**config.mk**
```make
export PLATFORM = sky130hd
export DESIGN_NAME = deadline_timer_table_core
export DESIGN_NICKNAME = d
export VERILOG_FILES = /design/src/rtl/dtt_pkg.sv /design/src/rtl/dtt_ctrl.sv /design/src/rtl/dtt_datapath.sv /design/src/rtl/deadline_timer_table_core.sv
export SDC_FILE = /design/constraint.sdc
export NUM_CORES = 1
export LEC_CHECK = 0
export ABC_AREA = 1
export BUFFER_PORTS_ARGS = -buffer_cell sky130_fd_sc_hd__buf_4
export CAP_MARGIN = 25
export CORE_MARGIN = 8
export CORE_UTILIZATION = 60
export CTS_CLUSTER_SIZE = 25
export DETAILED_ROUTE_END_ITERATION = 8
export PLACE_DENSITY = 0.77
export SLEW_MARGIN = 15
export SYNTH_ARGS = -nofsm -noshare
export SYNTH_HDL_FRONTEND = slang
export SYNTH_SLANG_ARGS = --single-unit
```
**constraint.sdc**
```tcl
create_clock -name clk -period 7.6 [get_ports clk]
set_clock_uncertainty 0.2 [all_clocks]
set_input_delay 0.38 -clock clk [delete_from_list [all_inputs] [get_ports clk]]
set_output_delay 0.38 -clock clk [all_outputs]
set_load 0.01 [all_outputs]
```
**src/rtl/dtt_pkg.sv**
```systemverilog
// Shared types and constants for the deadline timer table.
// Holds field layout, operation codes, controller states and the
// command/status structs between controller and datapath. No dependencies.
package dtt_pkg;

  localparam int TIME_BITS   = 32;
  localparam int ID_W        = 4;
  localparam int DUR_W       = 31;
  localparam int OP_W        = 2;
  localparam int WIN_W       = 16;
  localparam int OUT_TIME_W  = 32;
  localparam int RESULT_CAP  = 16;
  localparam int RES_CNT_W   = 5;

  // Input tdata layout: timer_id, duration_ms, now_ms, zero fill.
  localparam int ID_LSB      = 0;
  localparam int DUR_LSB     = ID_LSB + ID_W;
  localparam int NOW_LSB     = DUR_LSB + DUR_W;
  localparam int IN_USED_W   = NOW_LSB + TIME_BITS;
  localparam int IN_TDATA_W  = ((IN_USED_W + 7) / 8) * 8;

  // Output tdata layout: expired_id, expired_deadline, zero fill.
  localparam int OUT_USED_W  = ID_W + OUT_TIME_W;
  localparam int OUT_TDATA_W = ((OUT_USED_W + 7) / 8) * 8;
  localparam int OUT_PAD_W   = OUT_TDATA_W - OUT_USED_W;

  localparam logic [WIN_W-1:0] WIN_RESET = 16'd300;

  typedef logic [TIME_BITS-1:0] time_t;

  typedef enum logic [OP_W-1:0] {
    OP_ARM    = 2'd0,
    OP_CANCEL = 2'd1,
    OP_EXPIRE = 2'd2
  } op_t;

  typedef enum logic [3:0] {
    ST_IDLE,
    ST_DISPATCH,
    ST_ARM_RD,
    ST_ARM_CMP,
    ST_ARM_WR,
    ST_SCAN,
    ST_SCAN_END,
    ST_DECIDE,
    ST_FLUSH
  } state_t;

  typedef struct packed {
    logic load_item;
    logic cancel;
    logic arm_key;
    logic arm_diff;
    logic arm_write;
    logic scan_clear;
    logic scan_issue;
    logic res_clear;
    logic take_best;
    logic push_out;
    logic push_last;
    logic hold_clear;
  } dtt_cmd_t;

  typedef struct packed {
    op_t  op;
    logic id_ok;
    logic found;
    logic hold_valid;
    logic out_free;
    logic cap_next;
    logic scan_last;
  } dtt_sts_t;

endpackage

```
**src/rtl/dtt_ctrl.sv**
```systemverilog
// Controller state machine for the deadline timer table.
// Sequences arm, cancel and expire scans; drives dtt_datapath through
// dtt_pkg::dtt_cmd_t and reads dtt_pkg::dtt_sts_t.
module dtt_ctrl (
  input  logic              clk,
  input  logic              rst_n,
  input  logic              in_tvalid,
  output logic              in_tready,
  input  dtt_pkg::dtt_sts_t sts,
  output dtt_pkg::dtt_cmd_t cmd
);

  dtt_pkg::state_t state_r;
  dtt_pkg::state_t state_nxt;

  always_ff @(posedge clk) begin
    if (!rst_n) begin
      state_r <= dtt_pkg::ST_IDLE;
    end else begin
      state_r <= state_nxt;
    end
  end

  always_comb begin
    state_nxt = state_r;
    cmd       = '0;
    in_tready = 1'b0;
    unique case (state_r)
      dtt_pkg::ST_IDLE: begin
        in_tready = 1'b1;
        if (in_tvalid) begin
          cmd.load_item = 1'b1;
          state_nxt     = dtt_pkg::ST_DISPATCH;
        end
      end
      dtt_pkg::ST_DISPATCH: begin
        unique case (sts.op)
          dtt_pkg::OP_ARM: begin
            state_nxt = sts.id_ok ? dtt_pkg::ST_ARM_RD : dtt_pkg::ST_IDLE;
          end
          dtt_pkg::OP_CANCEL: begin
            cmd.cancel = 1'b1;
            state_nxt  = dtt_pkg::ST_IDLE;
          end
          dtt_pkg::OP_EXPIRE: begin
            cmd.scan_clear = 1'b1;
            cmd.res_clear  = 1'b1;
            state_nxt      = dtt_pkg::ST_SCAN;
          end
          default: begin
            state_nxt = dtt_pkg::ST_IDLE;
          end
        endcase
      end
      dtt_pkg::ST_ARM_RD: begin
        cmd.arm_key = 1'b1;
        state_nxt   = dtt_pkg::ST_ARM_CMP;
      end
      dtt_pkg::ST_ARM_CMP: begin
        cmd.arm_diff = 1'b1;
        state_nxt    = dtt_pkg::ST_ARM_WR;
      end
      dtt_pkg::ST_ARM_WR: begin
        cmd.arm_write = 1'b1;
        state_nxt     = dtt_pkg::ST_IDLE;
      end
      dtt_pkg::ST_SCAN: begin
        cmd.scan_issue = 1'b1;
        if (sts.scan_last) begin
          state_nxt = dtt_pkg::ST_SCAN_END;
        end
      end
      dtt_pkg::ST_SCAN_END: begin
        state_nxt = dtt_pkg::ST_DECIDE;
      end
      dtt_pkg::ST_DECIDE: begin
        if (sts.found) begin
          if (!sts.hold_valid || sts.out_free) begin
            // release the previous pick as a non-final beat, keep the new one
            cmd.take_best = 1'b1;
            cmd.push_out  = sts.hold_valid;
            if (sts.cap_next) begin
              state_nxt = dtt_pkg::ST_FLUSH;
            end else begin
              cmd.scan_clear = 1'b1;
              state_nxt      = dtt_pkg::ST_SCAN;
            end
          end
        end else if (!sts.hold_valid) begin
          state_nxt = dtt_pkg::ST_IDLE;
        end else if (sts.out_free) begin
          cmd.push_out   = 1'b1;
          cmd.push_last  = 1'b1;
          cmd.hold_clear = 1'b1;
          state_nxt      = dtt_pkg::ST_IDLE;
        end
      end
      dtt_pkg::ST_FLUSH: begin
        if (sts.out_free) begin
          cmd.push_out   = 1'b1;
          cmd.push_last  = 1'b1;
          cmd.hold_clear = 1'b1;
          state_nxt      = dtt_pkg::ST_IDLE;
        end
      end
      default: begin
        state_nxt = dtt_pkg::ST_IDLE;
      end
    endcase
  end

`ifndef SYNTHESIS
  a_idle_no_hold: assert property (@(posedge clk) disable iff (!rst_n)
    (state_r == dtt_pkg::ST_IDLE) |-> !sts.hold_valid)
    else $error("pending result left behind on return to idle");
`endif

endmodule

```
**src/rtl/dtt_datapath.sv**
```systemverilog
// Datapath for the deadline timer table: item registers, deadline memory,
// armed bits, minimum-search scan, pending result and output register.
// Uses dtt_pkg types; commanded by dtt_ctrl.
module dtt_datapath #(
  parameter int TIMER_SLOTS = 16
) (
  input  logic                            clk,
  input  logic                            rst_n,
  input  dtt_pkg::dtt_cmd_t               cmd,
  output dtt_pkg::dtt_sts_t               sts,
  input  logic [dtt_pkg::IN_TDATA_W-1:0]  in_tdata,
  input  logic [dtt_pkg::OP_W-1:0]        in_tuser,
  input  logic [dtt_pkg::WIN_W-1:0]       lazy_window,
  output logic                            out_tvalid,
  input  logic                            out_tready,
  output logic [dtt_pkg::OUT_TDATA_W-1:0] out_tdata,
  output logic                            out_tlast
);

  localparam int SLOT_W = (TIMER_SLOTS > 1) ? $clog2(TIMER_SLOTS) : 1;
  localparam int TB     = dtt_pkg::TIME_BITS;

  // item registers
  dtt_pkg::op_t              op_r;
  logic [dtt_pkg::ID_W-1:0]  id_r;
  logic [dtt_pkg::DUR_W-1:0] dur_r;
  dtt_pkg::time_t            now_r;

  always_ff @(posedge clk) begin
    if (cmd.load_item) begin
      op_r  <= dtt_pkg::op_t'(in_tuser);
      id_r  <= in_tdata[dtt_pkg::ID_LSB +: dtt_pkg::ID_W];
      dur_r <= in_tdata[dtt_pkg::DUR_LSB +: dtt_pkg::DUR_W];
      now_r <= in_tdata[dtt_pkg::NOW_LSB +: TB];
    end
  end

  logic [SLOT_W-1:0] id_slot;
  logic              id_ok;
  assign id_slot = SLOT_W'(id_r);
  assign id_ok   = (int'(id_r) < TIMER_SLOTS);

  // deadline memory and armed bits
  dtt_pkg::time_t    dl_mem [TIMER_SLOTS];
  dtt_pkg::time_t    rd_data_r;
  logic [SLOT_W-1:0] rd_addr;
  logic [SLOT_W-1:0] scan_cnt_r;
  logic [TIMER_SLOTS-1:0] armed_r;

  dtt_pkg::time_t key_r;
  dtt_pkg::time_t diff_r;
  dtt_pkg::time_t mag;
  logic           keep;
  logic           arm_we;

  assign rd_addr = cmd.scan_issue ? scan_cnt_r : id_slot;
  assign mag     = diff_r[TB-1] ? (-diff_r) : diff_r;
  assign keep    = armed_r[id_slot] && (mag < TB'(lazy_window));
  assign arm_we  = cmd.arm_write && id_ok && !keep;

  always_ff @(posedge clk) begin
    if (arm_we) begin
      dl_mem[id_slot] <= key_r;
    end
    rd_data_r <= dl_mem[rd_addr];
  end

  always_ff @(posedge clk) begin
    if (cmd.arm_key) begin
      key_r <= now_r + TB'(dur_r);
    end
    if (cmd.arm_diff) begin
      diff_r <= key_r - rd_data_r;
    end
  end

  // scan: address stage, then compare against best
  logic              scan_pv_r;
  logic [SLOT_W-1:0] scan_idx_r;

  always_ff @(posedge clk) begin
    if (!rst_n) begin
      scan_pv_r <= 1'b0;
    end else begin
      scan_pv_r <= cmd.scan_issue;
    end
  end

  always_ff @(posedge clk) begin
    scan_idx_r <= scan_cnt_r;
    if (cmd.scan_clear) begin
      scan_cnt_r <= '0;
    end else if (cmd.scan_issue) begin
      scan_cnt_r <= scan_cnt_r + SLOT_W'(1);
    end
  end

  dtt_pkg::time_t    sd;
  dtt_pkg::time_t    skey;
  logic              due;
  logic              better;
  logic              best_found_r;
  dtt_pkg::time_t    best_key_r;
  dtt_pkg::time_t    best_dl_r;
  logic [SLOT_W-1:0] best_idx_r;

  assign sd     = rd_data_r - now_r;
  assign skey   = sd ^ {1'b1, {(TB-1){1'b0}}};
  assign due    = scan_pv_r && armed_r[scan_idx_r] && ((sd == '0) || sd[TB-1]);
  assign better = due && (!best_found_r || (skey < best_key_r));

  always_ff @(posedge clk) begin
    if (!rst_n) begin
      best_found_r <= 1'b0;
    end else if (cmd.scan_clear) begin
      best_found_r <= 1'b0;
    end else if (better) begin
      best_found_r <= 1'b1;
    end
  end

  always_ff @(posedge clk) begin
    if (better) begin
      best_key_r <= skey;
      best_dl_r  <= rd_data_r;
      best_idx_r <= scan_idx_r;
    end
  end

  always_ff @(posedge clk) begin
    if (!rst_n) begin
      armed_r <= '0;
    end else begin
      if (arm_we) begin
        armed_r[id_slot] <= 1'b1;
      end
      if (cmd.cancel && id_ok) begin
        armed_r[id_slot] <= 1'b0;
      end
      if (cmd.take_best) begin
        armed_r[best_idx_r] <= 1'b0;
      end
    end
  end

  // pending result and result count
  logic                          hold_valid_r;
  logic [SLOT_W-1:0]             hold_id_r;
  dtt_pkg::time_t                hold_dl_r;
  logic [dtt_pkg::RES_CNT_W-1:0] res_cnt_r;

  always_ff @(posedge clk) begin
    if (!rst_n) begin
      hold_valid_r <= 1'b0;
    end else if (cmd.take_best) begin
      hold_valid_r <= 1'b1;
    end else if (cmd.hold_clear) begin
      hold_valid_r <= 1'b0;
    end
  end

  always_ff @(posedge clk) begin
    if (cmd.take_best) begin
      hold_id_r <= best_idx_r;
      hold_dl_r <= best_dl_r;
    end
  end

  always_ff @(posedge clk) begin
    if (!rst_n) begin
      res_cnt_r <= '0;
    end else if (cmd.res_clear) begin
      res_cnt_r <= '0;
    end else if (cmd.take_best) begin
      res_cnt_r <= res_cnt_r + dtt_pkg::RES_CNT_W'(1);
    end
  end

  // output register
  logic                            out_valid_r;
  logic [dtt_pkg::ID_W-1:0]        out_id_r;
  logic [dtt_pkg::OUT_TIME_W-1:0]  out_dl_r;
  logic                            out_last_r;
  logic                            out_free;

  assign out_free = !out_valid_r || out_tready;

  always_ff @(posedge clk) begin
    if (!rst_n) begin
      out_valid_r <= 1'b0;
    end else if (cmd.push_out) begin
      out_valid_r <= 1'b1;
    end else if (out_tready) begin
      out_valid_r <= 1'b0;
    end
  end

  always_ff @(posedge clk) begin
    if (cmd.push_out) begin
      out_id_r   <= dtt_pkg::ID_W'(hold_id_r);
      out_dl_r   <= dtt_pkg::OUT_TIME_W'(hold_dl_r);
      out_last_r <= cmd.push_last;
    end
  end

  assign out_tvalid = out_valid_r;
  assign out_tlast  = out_last_r;
  assign out_tdata  = {{dtt_pkg::OUT_PAD_W{1'b0}}, out_dl_r, out_id_r};

  always_comb begin
    sts            = '0;
    sts.op         = op_r;
    sts.id_ok      = id_ok;
    sts.found      = best_found_r;
    sts.hold_valid = hold_valid_r;
    sts.out_free   = out_free;
    sts.cap_next   = (res_cnt_r == dtt_pkg::RES_CNT_W'(dtt_pkg::RESULT_CAP - 1));
    sts.scan_last  = (scan_cnt_r == SLOT_W'(TIMER_SLOTS - 1));
  end

`ifndef SYNTHESIS
  a_take_needs_best: assert property (@(posedge clk) disable iff (!rst_n)
    cmd.take_best |-> best_found_r)
    else $error("slot taken without a due candidate");
  a_take_disarms: assert property (@(posedge clk) disable iff (!rst_n)
    cmd.take_best |=> !armed_r[$past(best_idx_r)])
    else $error("expired slot still armed");
  a_push_needs_hold: assert property (@(posedge clk) disable iff (!rst_n)
    cmd.push_out |-> (hold_valid_r && out_free))
    else $error("result pushed without pending entry or free output");
  a_count_capped: assert property (@(posedge clk) disable iff (!rst_n)
    res_cnt_r <= dtt_pkg::RES_CNT_W'(dtt_pkg::RESULT_CAP))
    else $error("result count beyond cap");
`endif

endmodule

```
**src/rtl/deadline_timer_table_core.sv**
```systemverilog
// Top level of the deadline timer table: stream ports, lazy window register,
// controller and datapath. Depends on dtt_pkg, dtt_ctrl and dtt_datapath.
//
// Usage:
//   in_*  : one beat per request. in_tuser selects arm, cancel or expire
//           check; in_tdata carries timer_id, duration_ms and now_ms.
//   out_* : one beat per expired slot, most overdue first, ties to the lower
//           slot; out_tlast marks the final beat of a check. A check with
//           nothing due yields no beat.
//   cfg_* : write of lazy_window_ms, always ready; write only while idle.
// Sequencing:
//   arm reads, compares and writes its slot; cancel, an unknown operation
//   or a bad slot finish at dispatch. An expire check runs one pass over
//   the deadline memory per pick (one read port, one slot per cycle) and
//   stops once it hits the cap of 16 beats.
// Reset clears all armed flags and loads a lazy window of 300; deadline
// storage is not cleared. A stalled receiver holds the output register; the
// next pass then waits before pushing, but a finished check lets the block
// take its next request while the final beat still waits.
module deadline_timer_table_core #(
  parameter int TIMER_SLOTS = 16
) (
  input  logic                            clk,
  input  logic                            rst_n,
  input  logic                            in_tvalid,
  output logic                            in_tready,
  // [3:0] timer_id, [34:4] duration_ms, [66:35] now_ms, [71:67] zero
  input  logic [dtt_pkg::IN_TDATA_W-1:0]  in_tdata,
  // [1:0] operation
  input  logic [dtt_pkg::OP_W-1:0]        in_tuser,
  output logic                            out_tvalid,
  input  logic                            out_tready,
  // [3:0] expired_id, [35:4] expired_deadline, [39:36] zero
  output logic [dtt_pkg::OUT_TDATA_W-1:0] out_tdata,
  output logic                            out_tlast,
  input  logic                            cfg_valid,
  output logic                            cfg_ready,
  input  logic [dtt_pkg::WIN_W-1:0]       cfg_data
);

  dtt_pkg::dtt_cmd_t           cmd;
  dtt_pkg::dtt_sts_t           sts;
  logic [dtt_pkg::WIN_W-1:0]   lazy_window_r;

  // Configuration is always accepted and registered into the lazy window.
  assign cfg_ready = 1'b1;

  always_ff @(posedge clk) begin
    if (!rst_n) begin
      lazy_window_r <= dtt_pkg::WIN_RESET;
    end else if (cfg_valid) begin
      lazy_window_r <= cfg_data;
    end
  end

  // Sequence each request: dispatch, arm read-compare-write, scan passes.
  dtt_ctrl u_ctrl (
    .clk       (clk),
    .rst_n     (rst_n),
    .in_tvalid (in_tvalid),
    .in_tready (in_tready),
    .sts       (sts),
    .cmd       (cmd)
  );

  // Hold the table, run the minimum search and drive the output beat.
  dtt_datapath #(
    .TIMER_SLOTS (TIMER_SLOTS)
  ) u_datapath (
    .clk         (clk),
    .rst_n       (rst_n),
    .cmd         (cmd),
    .sts         (sts),
    .in_tdata    (in_tdata),
    .in_tuser    (in_tuser),
    .lazy_window (lazy_window_r),
    .out_tvalid  (out_tvalid),
    .out_tready  (out_tready),
    .out_tdata   (out_tdata),
    .out_tlast   (out_tlast)
  );

endmodule

```
### Word level (Yosys, flattened, before mapping)

Memory sizes are Yosys's and may differ from the RTL's. A register that Yosys moved wholly into a read port is not among the register bits.
Cells that the tools add are included.

* bits in registers: 327
* bits in writable memories: 512
* input bits: 95
* output and inout port bits: 44
* word-level logic and storage cells: 136
* memories kept: 1

Memory list
* u_datapath.dl_mem: depth 16, width 32, rd ports 1, clocked after Yosys merged registers in 1, wr ports 1, RTL line dtt_datapath.sv:44 `dtt_pkg::time_t dl_mem [TIMER_SLOTS];`

* add/subtract/negate cells: 6
* $lt $le $gt $ge: 7
* eq/ne operators: 15
* muxes and demuxes: 53
* bitwise logic cells: 7
* reductions and logical operators: 23

Operators by type and width (number)
* 2-to-1 mux 16 bit: 5
* subtractor 32 bit: 2
* adder 32 x 31 -> 32 bit: 1
* bitwise AND 16 bit: 2
* logical NOT 32 bit: 1
* < comparator 32 x 16 -> 1 bit: 1
* < comparator 32 bit: 1
* 2-to-1 mux 32 bit: 1
* 2-to-1 mux 4 bit: 8
* negator 32 bit: 1
* inverter 16 bit: 2
* one-hot mux 4 bit (8 select lines): 1
* 2-to-1 mux 1 bit: 27
* == test 4 x 3 -> 1 bit (second input constant): 4
* OR 16 bit: 1
* < comparator 4 x 5 -> 1 bit (second input constant): 3
* one-hot mux 3 bit (2 select lines): 2
* binary-select mux 1 bit (select 4 bit): 2
* demux 1 bit (select 4 bit): 2
* == test 4 x 2 -> 1 bit (second input constant): 2
* == test 4 bit (second input constant): 2
* >= comparator 4 x 1 -> 1 bit (second input constant): 2
* logical AND 1 bit: 7
* 2-to-1 mux 3 bit: 2
* 18 further kinds: 29

### Longest topological paths before layout

* depth in word-level cells: 13
* mapped depth: 23
* gate-level depth less buffers: 23

### Modules after synthesis

A second synthesis with hierarchy kept.

* cells, all modules: 3894
* area total of the unflattened synthesis: 40482.6 µm²

By module, submodules not included
* dtt_datapath: times used 1, cells an instance 3711, area each 39357.7 µm², seq. area each 24903.9 µm²
* deadline_timer_table_core: times used 1, cells an instance 96, area each 650.6 µm², seq. area each 320.3 µm²
* dtt_ctrl: times used 1, cells an instance 87, area each 474.2 µm², seq. area each 80.1 µm²

### Least setup slack after synthesis

Ideal clock, no wire load.

* path kind: reg-to-reg
* start: register u_datapath.now_r[0]
* end: register u_datapath.best_dl_r[0] (enable)
* setup time: 0.517 ns
* data arrival time: 5.867 ns
* required time: 6.883 ns
* setup slack: 1.016 ns
* cell stages (with the launch flop): 18
* buffers on the path: 0
* period minus slack after synthesis: 6.584 ns
* cell sequence: edfxtp_1 -> ha_1 -> fa_1 -> o21bai_1 -> nand3_1 -> nand2_1 -> xor2_1 -> inv_1 -> ha_1 -> a21oi_1 -> nor2_1 -> a211oi_1 -> o21ai_0 -> a21oi_1 -> nor3_1 -> nor2_1 -> nand2_1 -> a21oi_1

* longest elaborated chain between the ends: 5
* elaborated cells on any way between the ends: 8
* classes of those cells: 1 x add/sub; 1 x order compare; 1 x bitwise; 5 x reduce/logical

RTL lines
* from (decl): RTL line dtt_datapath.sv:27 `dtt_pkg::time_t now_r;`
* from (signal assigned): RTL line dtt_datapath.sv:34 `now_r <= in_tdata[dtt_pkg::NOW_LSB +: TB];`
* subtractor 32 bit (*): RTL line dtt_datapath.sv:107 `assign sd = rd_data_r - now_r;`
* net u_datapath.sd[12]: RTL line dtt_datapath.sv:98 `dtt_pkg::time_t sd;`
* branches (longest 3 deep; another with < comparator 32 bit)
* logical AND 1 bit (*): RTL line dtt_datapath.sv:110 `assign better = due && (!best_found_r || (skey < best_key_r));`
* net u_datapath.better: RTL line dtt_datapath.sv:101 `logic better;`
* to (signal assigned): RTL line dtt_datapath.sv:125 `best_dl_r <= rd_data_r;`
* to (decl): RTL line dtt_datapath.sv:104 `dtt_pkg::time_t best_dl_r;`

Mark *: on every way through the listed nets, which the timed path passes.
A chain may end at the register's enable or synchronous reset.

### Worst setup path after layout

* start: register u_datapath.rd_data_r[0], read port of u_datapath.dl_mem
* end: register u_datapath.best_key_r[21] (enable)

* longest elaborated chain between the ends: 5
* elaborated cells on any way between the ends: 8
* classes of those cells: 1 x add/sub; 1 x order compare; 1 x bitwise; 5 x reduce/logical

RTL lines
* from (decl): RTL line dtt_datapath.sv:45 `dtt_pkg::time_t rd_data_r;`
* subtractor 32 bit (*): RTL line dtt_datapath.sv:107
* net u_datapath.sd[12]: RTL line dtt_datapath.sv:98
* branches (longest 3 deep; another with < comparator 32 bit)
* logical AND 1 bit (*): RTL line dtt_datapath.sv:110
* net u_datapath.better: RTL line dtt_datapath.sv:101
* to (signal assigned): RTL line dtt_datapath.sv:124 `best_key_r <= skey;`
* to (decl): RTL line dtt_datapath.sv:103 `dtt_pkg::time_t best_key_r;`

Marked as above.

==> results.cfg <==
[layout]
fin_util_pct = 69.5
final_cell_count_no_fill = 4793
multi_input_comb_area_mm2 = 0.0123
synthToLayoutAreaGrowth_pct = 14.9
layout.area.seq_mm2 = 0.0253
post_route_cells_drive_above_1_share_pct = 9.39
fin_nets = 4095
stdcell_area_mm2 = 0.0456
antennaDiodeCount = 0
nFillCells = 4595

[global_routing]
vias_in_the_first_global_route = 26964
congestion_overflow_gr = 0
global_route.usage.total_pct = 27.5
antenna_violations_before_repair = 1
pin_count_of_the_biggest_net_entering_global_routing = 208
grt_pass1_wl_um = 158000

[routing]
detail_route_antenna_nets = 0
route.detailed.drc = 0
vias = 28444
firstDrtPassIters = 6
wirelength_um = 105000
detail_route.vias_per_cell = 5.93
route.detailed.wl_per_inst_um = 21.9
dr.first_iter.drc_count = 3316

[timing]
timing.fmax_mhz = 187
grt_setup_unrepaired = false
slew_headroom_pct = 27.8
finalHoldWorstSlack_ns = 0.0875
hold_violations_final = 0
worst_slack_ns = 2.24
period_share_pct = 70.5
period_minus_slack_ns = 5.36
setup_viol_count_final = 0
fin_setup_tns_ns = 0
worst_max_slew_pin_slew_ns = 1.08
final_max_slew_viol_count = 0

[yosys]
synth_ff_type = sky130_fd_sc_hd__edfxtp_1
synth.ff_latch_count = 871
post_synth.cell_area_avg_um2 = 11.0
synth-seq-area-share_pct = 63.8
synth_async_sr_flop_share_pct = 0
ys.warnings.count = 0
ys_types = 52
number_of_flops_mapped_to_enable_cells_by_yosys = 786
post_synth_instance_area_mm2 = 0.0397
synthCells = 3622

[cts]
worst_skew_pair.late_latency_ns = 0.66
clock-root-buffer = sky130_fd_sc_hd__clkbuf_16
cts_num_sinks = 871
cts_tree = done
cts_made_buffers = 86
cts.reportedPaths.clkPinSlew_ns = 0.06
cts_max_level = 3
clk_path_buf_depth = 3
postCtsSetupRepairBufs = 0

[place]
port_buffer_cells = 128
dp_hpwl_um = 65600
place_congestion = 0.977
pre_cts_ws_ns = 2.40
dpl_cell_area_mm2 = 0.0415
placedCellCount = 4528

[floorplan]
rows = 94
height_of_the_die_um = 273
start_util_pct = 60.5
core-area_mm2 = 0.0656
design.die.area_mm2 = 0.0746
dieWidth_um = 273
io-pin-count = 139

[power]
leakage_nw = 17.4
highest_ir_drop_seen_on_vdd_v = 0.000229
power_per_cell_area_mw_per_mm2 = 266
post-layout-total-power_mw = 12.1

[run]
max_cap_viol_count = 0

[worst_setup_path]
crit_path_end_kind = flip-flop
setup.worst_path.class = reg -> reg
arrival_worst_endpoint_ns = 5.41
crit_required_ns = 7.66
critical_path.max_fanout = 64
startpoint_type = flip-flop

[hold_path]
hold_path.class = in -> reg

[run_status]
status = complete, no violations
-- synthesized netlist by cell type (12+ instances only) --
| cell | n | area share [%] |
|---|---|---|
| sky130_fd_sc_hd__nor2_1 | 444 | 4.2 |
| sky130_fd_sc_hd__ha_1 | 142 | 4.5 |
| sky130_fd_sc_hd__o21ai_0 | 333 | 4.2 |
| sky130_fd_sc_hd__o221ai_1 | 65 | 1.4 |
| sky130_fd_sc_hd__buf_2 | 49 | 0.62 |
| sky130_fd_sc_hd__xor2_1 | 65 | 1.4 |
| sky130_fd_sc_hd__nand3_1 | 84 | 1.1 |
| sky130_fd_sc_hd__clkbuf_1 | 61 | 0.58 |
| sky130_fd_sc_hd__o22ai_1 | 64 | 1.0 |
| sky130_fd_sc_hd__xnor2_1 | 28 | 0.62 |
| sky130_fd_sc_hd__nor2_2 | 15 | 0.24 |
| sky130_fd_sc_hd__nand4_1 | 34 | 0.54 |
| sky130_fd_sc_hd__edfxtp_1 | 786 | 59 |
| sky130_fd_sc_hd__o211ai_1 | 67 | 1.3 |
| sky130_fd_sc_hd__nand2_1 | 529 | 5.0 |
| sky130_fd_sc_hd__a21oi_1 | 177 | 2.2 |
| sky130_fd_sc_hd__inv_1 | 411 | 3.9 |
| sky130_fd_sc_hd__o21ai_1 | 24 | 0.30 |
| sky130_fd_sc_hd__nor3_1 | 25 | 0.32 |
| sky130_fd_sc_hd__a21oi_2 | 12 | 0.26 |
| sky130_fd_sc_hd__dfxtp_1 | 85 | 4.3 |
-- repair_timing --
action | in CTS | in global routing
hold buffers | 102 | 0
gates resized for setup | 0 | 0
endpoints found under the hold margin | 93 | 0
setup endpoints to repair | 0 | 0
-- flip-flops by register name, summed over array words and instances (netlist names), 2 cells and up --
signal                 cells
lazy_window_r             16
u_datapath.dur_r          31
u_datapath.key_r          32
u_datapath.best_key_r     32
u_datapath.out_dl_r       32
u_datapath.scan_cnt_r      4
u_datapath.best_dl_r      32
u_datapath.out_id_r        4
u_datapath.dl_mem        512
u_datapath.diff_r         32
u_datapath.id_r            4
u_datapath.best_idx_r      4
u_datapath.hold_dl_r      32
u_datapath.res_cnt_r       5
u_datapath.rd_data_r      32
u_datapath.now_r          32
u_datapath.hold_id_r       4
u_datapath.armed_r        16
u_ctrl.state_r             4
u_datapath.scan_idx_r      4
u_datapath.op_r            2
-- per-layer routing --
metal / global-route usage, % / wire length [um] / up-vias
met2: 43.6 / 48500 / 1422
li1: - / - / 13193
met4: 10.8 / 4220 / 0
met3: 5.18 / 9360 / 236
met1: 37.6 / 42800 / 13593
met5: 0 / 0 / -
-- worst max-delay path, stage by stage (launching register included) --
cell and delay (ns):
sky130_fd_sc_hd__dfxtp_1 0.37, sky130_fd_sc_hd__inv_1 0.06, sky130_fd_sc_hd__ha_1 0.23, sky130_fd_sc_hd__fa_1 0.45, sky130_fd_sc_hd__o21bai_1 0.34, sky130_fd_sc_hd__nand3_1 0.14, sky130_fd_sc_hd__nand2_1 0.24, sky130_fd_sc_hd__xor2_1 0.21
sky130_fd_sc_hd__inv_1 0.08, sky130_fd_sc_hd__ha_1 0.19, sky130_fd_sc_hd__a21oi_1 0.14, sky130_fd_sc_hd__nor2_1 0.05, sky130_fd_sc_hd__a211oi_1 0.24, sky130_fd_sc_hd__o21ai_0 0.13, sky130_fd_sc_hd__a21oi_1 0.29, sky130_fd_sc_hd__nor3_1 0.09
sky130_fd_sc_hd__nor2_1 0.09, sky130_fd_sc_hd__nand2_1 0.23, sky130_fd_sc_hd__a21oi_4 0.30, sky130_fd_sc_hd__buf_4 0.74
-- power breakdown --
group | switching, mW | internal (mW)
clock network | 1.89 | 2.65
registers | 0.135 | 5.36
logic | 1.40 | 0.677
-- layout make-up --
type | count | share of cell area (%)
Multi-Input combinational cell | 2207 | 26.9
Clock buffer | 110 | 5.12
Inverter | 425 | 3.51
Clock inverter | 52 | 1.57
Timing Repair Buffer | 264 | 5.01
Tap cell | 864 | 2.37
Sequential cell | 871 | 55.5
-- kinds of logic (layout without fill, tap and decap cells) --
group / after synthesis / count (layout) / synth area share [%]
AND/OR/NAND/NOR: 1172 / 1172 / 12.4
flip-flops: 871 / 871 / 63.8
AO/OA/AOI/OAI: 792 / 792 / 11.6
buffers and inverters: 547 / 851 / 5.47
adder cells (fa/ha/maj): 145 / 145 / 4.63
XOR/XNOR: 93 / 93 / 2.05
other: 2 / 5 / 0.0189
-- placed cells by master (no fill, tap or decap), types with 9 or more instances in the layout --
cell type / netlist / routed
sky130_fd_sc_hd__a21oi_1: 177 / 175
sky130_fd_sc_hd__a21oi_2: 12 / 11
sky130_fd_sc_hd__buf_4: 8 / 158
sky130_fd_sc_hd__bufinv_16: 0 / 13
sky130_fd_sc_hd__clkbuf_1: 61 / 17
sky130_fd_sc_hd__clkbuf_16: 0 / 88
sky130_fd_sc_hd__clkinv_1: 4 / 26
sky130_fd_sc_hd__clkinv_2: 0 / 13
sky130_fd_sc_hd__dfxtp_1: 85 / 85
sky130_fd_sc_hd__dlygate4sd3_1: 0 / 102
sky130_fd_sc_hd__edfxtp_1: 786 / 786
sky130_fd_sc_hd__ha_1: 142 / 142
sky130_fd_sc_hd__inv_1: 411 / 397
sky130_fd_sc_hd__inv_2: 10 / 9
sky130_fd_sc_hd__nand2_1: 529 / 529
sky130_fd_sc_hd__nand3_1: 84 / 84
sky130_fd_sc_hd__nand3_4: 10 / 10
sky130_fd_sc_hd__nand4_1: 34 / 34
sky130_fd_sc_hd__nor2_1: 444 / 440
sky130_fd_sc_hd__nor2_2: 15 / 17
sky130_fd_sc_hd__nor3_1: 25 / 25
sky130_fd_sc_hd__o211ai_1: 67 / 67
sky130_fd_sc_hd__o21ai_0: 333 / 333
sky130_fd_sc_hd__o21ai_1: 24 / 24
sky130_fd_sc_hd__o221ai_1: 65 / 65
sky130_fd_sc_hd__o22ai_1: 64 / 64
sky130_fd_sc_hd__xnor2_1: 28 / 28
sky130_fd_sc_hd__xor2_1: 65 / 65
-- path summary, 6_finish.rpt --
kind | startpoint | end | slack, ns | cells after the start
worst max-delay path | u_datapath.rd_data_r[0] | u_datapath.best_key_r[21] | 2.24 | 19
worst min-delay path | in_tvalid | u_ctrl.state_r[3] | 0.09 | 5
worst max register to register | u_datapath.rd_data_r[0] | u_datapath.best_key_r[21] | 2.24 | 19
worst min register to register | u_datapath.scan_cnt_r[1] | u_datapath.scan_idx_r[1] | 0.20 | 0
Note: power is estimated with default switching activity, not from simulation.
